===== src/rtl/gdo_pkg.sv =====
// shared types, constants and month length lookup for the date offset block
`default_nettype none

package gdo_pkg;

    localparam int YEAR_W   = 16;
    localparam int DAY_W    = 18;
    localparam int R400_W   = 9;
    localparam int QUEUE_DEPTH = 2;

    localparam logic [3:0] MONTH_JAN = 4'd1;
    localparam logic [3:0] MONTH_FEB = 4'd2;
    localparam logic [3:0] MONTH_DEC = 4'd12;

    localparam logic signed [YEAR_W-1:0] YEAR_MIN = 16'sd1;
    localparam logic signed [YEAR_W-1:0] YEAR_MAX = 16'sd9999;

    localparam logic [R400_W-1:0] R400_LAST = 9'd399;

    localparam logic [4:0] MONTH_LEN [0:12] =
        '{5'd31, 5'd31, 5'd28, 5'd31, 5'd30, 5'd31, 5'd30,
          5'd31, 5'd31, 5'd30, 5'd31, 5'd30, 5'd31};

    typedef struct packed {
        logic signed [YEAR_W-1:0] year;
        logic [R400_W-1:0]        year_r400;
        logic [3:0]               month;
        logic signed [DAY_W-1:0]  day;
    } gdo_item_t;

    function automatic logic [4:0] month_days(input logic [3:0] m, input logic leap);
        logic [3:0] idx;
        idx = (m > MONTH_DEC) ? MONTH_DEC : m;
        if (m == MONTH_FEB)
        begin
            return leap ? 5'd29 : 5'd28;
        end
        return MONTH_LEN[idx];
    endfunction

    function automatic logic is_leap(input logic [R400_W-1:0] r);
        return (r[1:0] == 2'd0) && (r != 9'd100) && (r != 9'd200) && (r != 9'd300);
    endfunction

endpackage

`default_nettype wire


===== src/rtl/gregorian_date_offset_top.sv =====
// date offset block: front stage, two-entry queue, month-stepping back stage
// a request passes the front register and the queue, then the back stage walks one month per cycle
// the back stage waits for a free output, registers the result, and only then takes a new request
// the front stage and queue keep taking requests while the back stage is busy, until both are full
// rst_n is asynchronous active low and empties all stages; no state survives a request
`default_nettype none

module gregorian_date_offset_top (
    input  wire logic               clk,
    input  wire logic               rst_n,
    input  wire logic               in_valid,
    output logic                    in_ready,
    input  wire logic [13:0]        start_year,
    input  wire logic [3:0]         start_month,
    input  wire logic [4:0]         start_day,
    input  wire logic signed [16:0] offset_days,
    output logic                    out_valid,
    input  wire logic               out_ready,
    output logic [13:0]             result_year,
    output logic [3:0]              result_month,
    output logic [4:0]              result_day,
    output logic                    year_out_of_range
);
    import gdo_pkg::*;

    gdo_item_t push_item;
    gdo_item_t pop_item;
    logic      push_valid;
    logic      push_ready;
    logic      pop_valid;
    logic      pop;

    gdo_front u_front (
        .clk         (clk),
        .rst_n       (rst_n),
        .in_valid    (in_valid),
        .in_ready    (in_ready),
        .start_year  (start_year),
        .start_month (start_month),
        .start_day   (start_day),
        .offset_days (offset_days),
        .push_valid  (push_valid),
        .push_ready  (push_ready),
        .push_item   (push_item)
    );

    gdo_queue u_queue (
        .clk        (clk),
        .rst_n      (rst_n),
        .push_valid (push_valid),
        .push_ready (push_ready),
        .push_item  (push_item),
        .pop_valid  (pop_valid),
        .pop        (pop),
        .pop_item   (pop_item)
    );

    gdo_back u_back (
        .clk               (clk),
        .rst_n             (rst_n),
        .q_valid           (pop_valid),
        .q_pop             (pop),
        .q_item            (pop_item),
        .out_valid         (out_valid),
        .out_ready         (out_ready),
        .result_year       (result_year),
        .result_month      (result_month),
        .result_day        (result_day),
        .year_out_of_range (year_out_of_range)
    );

endmodule

`default_nettype wire


===== src/rtl/gdo_front.sv =====
// front stage: takes requests, clamps month, sums day and offset, reduces year mod 400
`default_nettype none

module gdo_front (
    input  wire logic                clk,
    input  wire logic                rst_n,
    input  wire logic                in_valid,
    output logic                     in_ready,
    input  wire logic [13:0]         start_year,
    input  wire logic [3:0]          start_month,
    input  wire logic [4:0]          start_day,
    input  wire logic signed [16:0]  offset_days,
    output logic                     push_valid,
    input  wire logic                push_ready,
    output gdo_pkg::gdo_item_t       push_item
);
    import gdo_pkg::*;

    gdo_item_t item_reg;
    gdo_item_t item_next;
    logic      valid_reg;
    logic [13:0] rem;
    logic [13:0] step;

    always_comb
    begin
        // restoring reduction by 400 << k
        rem = start_year;
        for (int k = 5; k >= 0; k--)
        begin
            step = 14'(400 << k);
            if (rem >= step)
            begin
                rem = rem - step;
            end
        end

        item_next.year      = $signed({2'b00, start_year});
        item_next.year_r400 = rem[R400_W-1:0];
        if (start_month == 4'd0)
        begin
            item_next.month = MONTH_JAN;
        end
        else if (start_month inside {[4'd13:4'd15]})
        begin
            item_next.month = MONTH_DEC;
        end
        else
        begin
            item_next.month = start_month;
        end
        item_next.day = $signed({13'd0, start_day}) + DAY_W'(offset_days);
    end

    assign in_ready   = !valid_reg || push_ready;
    assign push_valid = valid_reg;
    assign push_item  = item_reg;

    always_ff @(posedge clk or negedge rst_n)
    begin
        if (!rst_n)
        begin
            valid_reg <= 1'b0;
        end
        else if (in_ready)
        begin
            valid_reg <= in_valid;
        end
    end

    always_ff @(posedge clk)
    begin
        if (in_valid && in_ready)
        begin
            item_reg <= item_next;
        end
    end

endmodule

`default_nettype wire


===== src/rtl/gdo_queue.sv =====
// short fifo between the front and back stages
`default_nettype none

module gdo_queue (
    input  wire logic          clk,
    input  wire logic          rst_n,
    input  wire logic          push_valid,
    output logic               push_ready,
    input  wire gdo_pkg::gdo_item_t push_item,
    output logic               pop_valid,
    input  wire logic          pop,
    output gdo_pkg::gdo_item_t pop_item
);
    import gdo_pkg::*;

    localparam int PTR_W = (QUEUE_DEPTH > 1) ? $clog2(QUEUE_DEPTH) : 1;
    localparam int CNT_W = $clog2(QUEUE_DEPTH + 1);

    gdo_item_t         entry_reg [QUEUE_DEPTH];
    logic [PTR_W-1:0]  wr_ptr_reg;
    logic [PTR_W-1:0]  rd_ptr_reg;
    logic [CNT_W-1:0]  count_reg;
    logic              do_push;
    logic              do_pop;

    assign push_ready = (count_reg != CNT_W'(QUEUE_DEPTH));
    assign pop_valid  = (count_reg != '0);
    assign pop_item   = entry_reg[rd_ptr_reg];
    assign do_push    = push_valid && push_ready;
    assign do_pop     = pop && pop_valid;

    function automatic logic [PTR_W-1:0] ptr_inc(input logic [PTR_W-1:0] p);
        return (p == PTR_W'(QUEUE_DEPTH - 1)) ? '0 : p + PTR_W'(1);
    endfunction

    always_ff @(posedge clk or negedge rst_n)
    begin
        if (!rst_n)
        begin
            wr_ptr_reg <= '0;
            rd_ptr_reg <= '0;
            count_reg  <= '0;
        end
        else
        begin
            if (do_push)
            begin
                wr_ptr_reg <= ptr_inc(wr_ptr_reg);
            end
            if (do_pop)
            begin
                rd_ptr_reg <= ptr_inc(rd_ptr_reg);
            end
            if (do_push && !do_pop)
            begin
                count_reg <= count_reg + CNT_W'(1);
            end
            else if (do_pop && !do_push)
            begin
                count_reg <= count_reg - CNT_W'(1);
            end
        end
    end

    always_ff @(posedge clk)
    begin
        if (do_push)
        begin
            entry_reg[wr_ptr_reg] <= push_item;
        end
    end

endmodule

`default_nettype wire


===== src/rtl/gdo_back.sv =====
// back stage: walks one month per cycle, then saturates and registers the result once the output is free
`default_nettype none

module gdo_back (
    input  wire logic               clk,
    input  wire logic               rst_n,
    input  wire logic               q_valid,
    output logic                    q_pop,
    input  wire gdo_pkg::gdo_item_t q_item,
    output logic                    out_valid,
    input  wire logic               out_ready,
    output logic [13:0]             result_year,
    output logic [3:0]              result_month,
    output logic [4:0]              result_day,
    output logic                    year_out_of_range
);
    import gdo_pkg::*;

    typedef enum logic {ST_IDLE, ST_RUN} state_t;

    state_t                   state_reg;
    logic signed [YEAR_W-1:0] year_reg;
    logic [R400_W-1:0]        r400_reg;
    logic [3:0]               month_reg;
    logic signed [DAY_W-1:0]  day_reg;
    logic                     out_valid_reg;
    logic                     out_valid_next;
    logic [13:0]              res_year_reg;
    logic [3:0]               res_month_reg;
    logic [4:0]               res_day_reg;
    logic                     res_flag_reg;

    logic       leap;
    logic [4:0] cur_len;
    logic [3:0] prev_month;
    logic [4:0] prev_len;
    logic       go_fwd;
    logic       go_bwd;
    logic       out_free;
    logic       walk_done;
    logic       sat_lo;
    logic       sat_hi;

    always_comb
    begin
        leap       = is_leap(r400_reg);
        cur_len    = month_days(month_reg, leap);
        prev_month = (month_reg == MONTH_JAN) ? MONTH_DEC : month_reg - 4'd1;
        prev_len   = month_days(prev_month, leap);
        go_fwd     = day_reg > $signed({13'd0, cur_len});
        go_bwd     = day_reg[DAY_W-1] || (day_reg == '0);
        out_free   = !out_valid_reg || out_ready;
        walk_done  = (state_reg == ST_RUN) && !go_fwd && !go_bwd && out_free;
        sat_lo     = year_reg < YEAR_MIN;
        sat_hi     = year_reg > YEAR_MAX;
        out_valid_next = out_valid_reg && !out_ready;
        if (walk_done)
        begin
            out_valid_next = 1'b1;
        end
    end

    assign q_pop             = (state_reg == ST_IDLE) && q_valid;
    assign out_valid         = out_valid_reg;
    assign result_year       = res_year_reg;
    assign result_month      = res_month_reg;
    assign result_day        = res_day_reg;
    assign year_out_of_range = res_flag_reg;

    always_ff @(posedge clk or negedge rst_n)
    begin
        if (!rst_n)
        begin
            state_reg     <= ST_IDLE;
            out_valid_reg <= 1'b0;
        end
        else
        begin
            out_valid_reg <= out_valid_next;
            case (state_reg)
                ST_IDLE:
                begin
                    if (q_valid)
                    begin
                        state_reg <= ST_RUN;
                    end
                end
                ST_RUN:
                begin
                    if (walk_done)
                    begin
                        state_reg <= ST_IDLE;
                    end
                end
                default:
                begin
                    state_reg <= ST_IDLE;
                end
            endcase
        end
    end

    always_ff @(posedge clk)
    begin
        if (state_reg == ST_IDLE)
        begin
            if (q_valid)
            begin
                year_reg  <= q_item.year;
                r400_reg  <= q_item.year_r400;
                month_reg <= q_item.month;
                day_reg   <= q_item.day;
            end
        end
        else if (go_fwd)
        begin
            day_reg <= day_reg - $signed({13'd0, cur_len});
            if (month_reg == MONTH_DEC)
            begin
                month_reg <= MONTH_JAN;
                year_reg  <= year_reg + 16'sd1;
                r400_reg  <= (r400_reg == R400_LAST) ? '0 : r400_reg + 9'd1;
            end
            else
            begin
                month_reg <= month_reg + 4'd1;
            end
        end
        else if (go_bwd)
        begin
            day_reg   <= day_reg + $signed({13'd0, prev_len});
            month_reg <= prev_month;
            if (month_reg == MONTH_JAN)
            begin
                year_reg <= year_reg - 16'sd1;
                r400_reg <= (r400_reg == '0) ? R400_LAST : r400_reg - 9'd1;
            end
        end
        else if (out_free)
        begin
            if (sat_lo)
            begin
                res_year_reg  <= YEAR_MIN[13:0];
                res_month_reg <= MONTH_JAN;
                res_day_reg   <= 5'd1;
                res_flag_reg  <= 1'b1;
            end
            else if (sat_hi)
            begin
                res_year_reg  <= YEAR_MAX[13:0];
                res_month_reg <= MONTH_DEC;
                res_day_reg   <= 5'd31;
                res_flag_reg  <= 1'b1;
            end
            else
            begin
                res_year_reg  <= year_reg[13:0];
                res_month_reg <= month_reg;
                res_day_reg   <= day_reg[4:0];
                res_flag_reg  <= 1'b0;
            end
        end
    end

endmodule

`default_nettype wire


===== config.mk =====
export PLATFORM = sky130hd
export DESIGN_NAME = gregorian_date_offset_top
export DESIGN_NICKNAME = d
export VERILOG_FILES = /design/src/rtl/gdo_pkg.sv /design/src/rtl/gregorian_date_offset_top.sv /design/src/rtl/gdo_front.sv /design/src/rtl/gdo_queue.sv /design/src/rtl/gdo_back.sv
export SDC_FILE = /design/constraint.sdc
export NUM_CORES = 1
export LEC_CHECK = 0
export BUFFER_PORTS_ARGS = -buffer_cell sky130_fd_sc_hd__buf_2
export CAP_MARGIN = 10
export CORE_UTILIZATION = 50
export DETAILED_ROUTE_END_ITERATION = 8
export PLACE_DENSITY = 0.69
export SYNTH_ARGS = -nofsm -noshare
export SYNTH_HDL_FRONTEND = slang
export SYNTH_HIERARCHICAL = 1
export SYNTH_SLANG_ARGS = --single-unit

===== constraint.sdc =====
create_clock -name clk -period 13.3 [get_ports clk]
set_input_delay 1.995 -clock clk [delete_from_list [all_inputs] [get_ports clk]]
set_output_delay 1.995 -clock clk [all_outputs]
set_load 0.01 [all_outputs]

# ---- After elaboration in Yosys (flattened, before gate mapping)
# Memories as Yosys holds them, arrays and structs flattened.
# Index checks and enable logic that the tools add are counted.
dict set report word_totals {
  romBits 160
  input_bits 44
  out_inout_bits 26
  n_memories 3
  register_bits 123
  mem_bits_rw 90
}
# name depth word_bits read_ports rd_clocked_by_memory_dff write_ports line_no
set memory_table {}
lappend memory_table {u_queue.entry_reg 2 45 1 0 1 gdo_queue.sv:19} ;# gdo_item_t entry_reg [QUEUE_DEPTH];
lappend memory_table {{(no name shown)} 16 5 1 0 0 gdo_pkg.sv:38} ;# return MONTH_LEN[idx];
lappend memory_table {{(no name shown)} 16 5 1 0 0 gdo_pkg.sv:38}
dict set report classes {
  n_bitwise 5
  add_sub_neg 19
  eq_ne 12
  reduce_logical 36
  order_cmp 15
  muxes 58
}
# operator count
set op_table {}
lappend op_table {{$mux 16} 6}
lappend op_table {{$mux 14} 6}
lappend op_table {{$mux 9} 9}
lappend op_table {{$mux 18} 4}
lappend op_table {{$mux 5} 9}
lappend op_table {{$mux 4} 10}
lappend op_table {{$add 18x6->18} 1}
lappend op_table {{$add 6x17->18} 1}
lappend op_table {{$gt 18x6->1} 1}
lappend op_table {{$logic_not 18->1} 1}
lappend op_table {{$sub 18x6->18} 1}
lappend op_table {{$add 16x2->16 const B} 1}
lappend op_table {{$gt 16x15->1 const B} 1}
lappend op_table {{$lt 16x2->1 const B} 1}
lappend op_table {{$sub 16x2->16 const B} 1}
lappend op_table {{$ge 14x10->1 const B} 1}
lappend op_table {{$ge 14x11->1 const B} 1}
lappend op_table {{$ge 14x12->1 const B} 1}
lappend op_table {{$ge 14x13->1 const B} 1}
lappend op_table {{$ge 14x14->1 const B} 1}
lappend op_table {{$ge 14x9->1 const B} 1}
lappend op_table {{$logic_and 1x1->1} 14}
lappend op_table {{$sub 14x10->14 const B} 1}
lappend op_table {{$sub 14x11->14 const B} 1}
lappend op_table {{other kinds (38)} 70}

# ---- Longest topological paths before layout
dict set report logic_depth {
  word_depth 14
  depth_mapped 26
  ltp_nobuf 24
}

# ---- Modules after synthesis
# The synthesis kept the hierarchy.
# module instances cells_per_inst area_per_inst_um2
set modules_own_cells {}
lappend modules_own_cells {gdo_back 1 636 5660.4}
lappend modules_own_cells {gdo_queue 1 164 3664.8}
lappend modules_own_cells {gdo_front 1 325 3425.8}

# ---- Worst setup path after synthesis
# OpenSTA, ideal clock, no wires.
dict set report synth_path {
  path_kind {input-to-reg}
  from {input start_year[12]}
  to {register u_front.item_reg, in the netlist u_front/push_item[30] (data pin)}
  t_arrival_ns 6.314
  stages 23
  path_slack_ns 6.726
  path_cell_list {buf_4 > and2_4 > mux2_4 > ha_1 > buf_2 > nor2b_2 > o21bai_2 > a2bb2oi_2 > xnor2_1 > ha_1 > nand2_1 > inv_1 > a32oi_2 > a32o_2 > o22a_4 > a211oi_2 > o2bb2ai_2 > and3_1 > o21ai_2 > xnor2_1 > ha_1 > a21o_1 > mux2_4}
}
# item line_no
set synth_lines {}
lappend synth_lines {{start: declaration} gregorian_date_offset_top.sv:13} ;# input wire logic [13:0] start_year,
lappend synth_lines {{end signal: assignment} gdo_front.sv:75} ;# item_reg <= item_next;
lappend synth_lines {{end: declaration} gdo_front.sv:19} ;# gdo_item_t item_reg;

==> key figures <==
Yosys
  – Cell area after synthesis: between 10000 and 15000 sq um
  – Dominant synthesized flop cell: edfxtp_1
  – Synth Instances: approximately 1100
  – Syn Area/Cell: around 11 sq um
  – Seq/Total Area, Yosys: 0.499
  – Post-synth ARST share: 0.0329
  – Ys Warns: 6
  – Top-area cell type share of the netlist area: 0.485
  – Synth area leader: edfxtp_1
  – Yosys cell types: 117
  – Synth area leaders: edfxtp_1 49%, mux2_2 3.0%, mux2_4 2.6%
  – Yosys reg bits: approximately 210
  – Post-synth EDFFs: roughly 210

Clocking
  – CTS tree: yes
  – H-tree level count: 1
  – Post-CTS Setup Inserts: 0
  – Hold buffers post-CTS: 0
  – Root buf cell: clkbuf_16
  – Reg clk slew, reported paths: approximately 0.06 ns
  – CTS Sinks: roughly 210
  – Clock Latency Late Sink: approximately 0.53 ns
  – Max clock buf depth: 3
  – PostCTS Resize Cnt: 0
  – TritonCTS Buffers: 23

Timing
  – Clock skew: about 0.035 ns
  – Pins Over Slew Limit: 0
  – Fin. Hold Viols: 0
  – Slew margin rel.: 0.201
  – Final setup fails: 0
  – Max Fclk: between 0.1 and 0.15 GHz
  – RSZ-0062 raised after global routing: no
  – Worst slew pin tran: around 1.2 ns
  – Total Neg Setup Slack: 0 ns
  – Final worst-path cycle share: 0.509
  – Post-route minimum period: roughly 6.8 ns

Run
  – Max_cap viols: 0

Detailed routing
  – Via/cell ratio: 6.14
  – Drc violations: 0
  – Detailed-route via count: 9192
  – DRT Pass-1 Iters: 7
  – Routed len/inst: ~19 um
  – Routed WL: 28000 um
  – ANT nets after route: 0
  – Initial drt markers: about 930

Final layout
  – Post-Layout Cell Count: 1498
  – Most common library cell in the layout ignoring fill and taps: edfxtp_1
  – Area delta synth->final: 10.4%
  – Highest-count cells in the layout ignoring fill and taps: 206 x edfxtp_1, 88 x nand2_1, 69 x buf_2, 69 x nor2_1, 45 x nand3_1
  – # diodes: 0
  – Fillers: 2158
  – FF+latch area: around 6400 sq um
  – Layout cells sized above 1: 0.209
  – Max FFs per register: between 90 and 100
  – Fin nets: about 1200
  – Area of the multi-input gates: 5840 sq um

Floorplan
  – Die area: 26100 sq um
  – Ports: 70
  – Die height: 162 um
  – Initial cell density of the core: 0.508
  – Chip Width: roughly 160 um
  – Site Rows: 58
  – Core Region: ~25000 sq um

Global routing
  – Initial antenna violation count: 0
  – Vias in the first global route: approximately 9000
  – Total gr overflow: 0
  – GRT Resource Usage Total: 0.216
  – First-pass GRT wire length: ~46000 um
  – Largest net degree at the start of global routing: between 60 and 70

Power
  – Leak: 5.12 nW
  – Total power density per cell area: 139 nW/um^2
  – Overall power: between 1.5 and 2 mW
  – Worst VDD drop: a little under 0.00009 V

Critical path
  – Req. time, crit path: around 14 ns
  – Worst EP arrival: between 7 and 8 ns
  – CP Launch Type: input port
  – Setup CP Type: input port to register
  – CP most frequent cell: ha_1
  – Crit Path Max Fanout: 12
  – CP endpoint kind: register
  – Critical Path Max Stage Delay: between 0.4 and 0.5 ns
  – CP max stage cell: a211oi_2
  – Cell Chain, Critical Path: buf_2 > and2_4 > mux2_4 > ha_1 > nor2b_2 > o21bai_2 > a2bb2oi_2 > xnor2_1 > ha_1 > nand2_1 > inv_1 > a32oi_2 > a32o_2 > o22a_4 > a211oi_2 > o2bb2ai_2 > and3_1 > o21ai_2 > xnor2_1 > ha_1 > nand4_1 > a21oi_2 > mux2i_1

Placed design
  – RePlAce Congestion: ~0.93
  – PortBufs: 69
  – Placed Cells: roughly 1500
  – HPWL Detailed: 18700 um

Outcome
  – Status: finished, final reports clean

Hold path
  – Hold WC Path Type: register to register
[cell families after synthesis]
family | after synthesis | synth area share
AO/OA/AOI/OAI | 271 | 0.171
other | 1 | 0.000294
XOR/XNOR | 38 | 0.0261
buffers and inverters | 125 | 0.0449
multiplexers | 66 | 0.0657
adder cells (fa/ha/maj) | 29 | 0.0302
AND/OR/NAND/NOR | 382 | 0.163
flip-flops | 213 | 0.499
[worst max-delay path: cells and delay by family]
kind | cells | cell delay [ns]
xor+xnor | 2 | 0.46
mux | 2 | 0.41
simple gates | 5 | 0.91
buf+inv | 2 | 0.28
compound gates | 9 | 2.08
fa+ha+maj | 3 | 0.86
[final cells by class]
type,instances,area share
sequential,213,0.452
multi-input combinational,788,0.415
clock buffer,25,0.0414
timing repair buffer,83,0.0320
tap,330,0.0293
clock inverter,17,0.0189
inverter,42,0.0112
[per-layer routing]
layer | global-route usage | part of all wire | up-vias
li1 | - | - | 4382
met5 | 0 | 0 | -
met4 | 0.0888 | 0.037 | 0
met3 | 0.0345 | 0.070 | 62
met2 | 0.341 | 0.45 | 372
met1 | 0.298 | 0.44 | 4376
[final timing paths]
| kind | startpoint | end | slack [ns] | cells past startpoint |
|---|---|---|---|---|
| max in group asynchronous | rst_n | u_back/state_reg | 11.80 | 1 |
| max reg2reg | u_back/r400_reg[4] | u_back/r400_reg[4] | 8.34 | 12 |
| min | u_front/push_item[21] | u_queue/entry_reg[0][21] | 0.44 | 0 |
| min reg2reg | u_front/push_item[21] | u_queue/entry_reg[0][21] | 0.44 | 0 |
| min in group asynchronous | rst_n | u_back/out_valid | 1.32 | 1 |
| max | start_year[13] | u_front/push_item[27] | 6.54 | 23 |
[through the flow]
step | setup WS (ns) | hold slack (ns) | area, sq um | util
after CTS | 6.62 | 0.443 | 14100 | 0.561
after global routing | 6.22 | 0.454 | 14100 | 0.561
final | 6.54 | 0.443 | 14100 | 0.561
after detailed placement | 6.10 | 0.430 | 13200 | 0.527
after global placement | 6.20 | 0.423 | 13200 | 0.527
after floorplan | 6.73 | 0.421 | 12800 | -
[Yosys cell counts, types with 7 or more instances]
cell	count
nor2b_1	10
nand3b_1	9
a2111oi_0	8
o21a_1	17
mux2_2	34
mux2i_1	8
a21oi_1	27
nand2b_1	12
xor2_1	10
xnor2_1	28
nand2_1	88
o21ai_0	35
ha_1	26
mux2_4	22
nand4_1	12
nand3_1	45
and3_1	20
nor3_1	30
and2_1	10
a211oi_1	12
or3_1	11
edfxtp_1	206
dfrtp_1	7
a221o_1	7
a31oi_1	11
nor4_1	15
nor2_1	71
buf_4	11
clkbuf_1	50
o311ai_0	10
a21o_1	10
inv_1	41
buf_2	11
[where the power goes]
part           total (mW)  internal (mW)  leakage (nW)  switching, mW
Combinational       0.325          0.130          2.60          0.196
Sequential          0.930          0.892          2.12         0.0372
Clock               0.706          0.439         0.403          0.268
(Power assumes the default switching activity.)
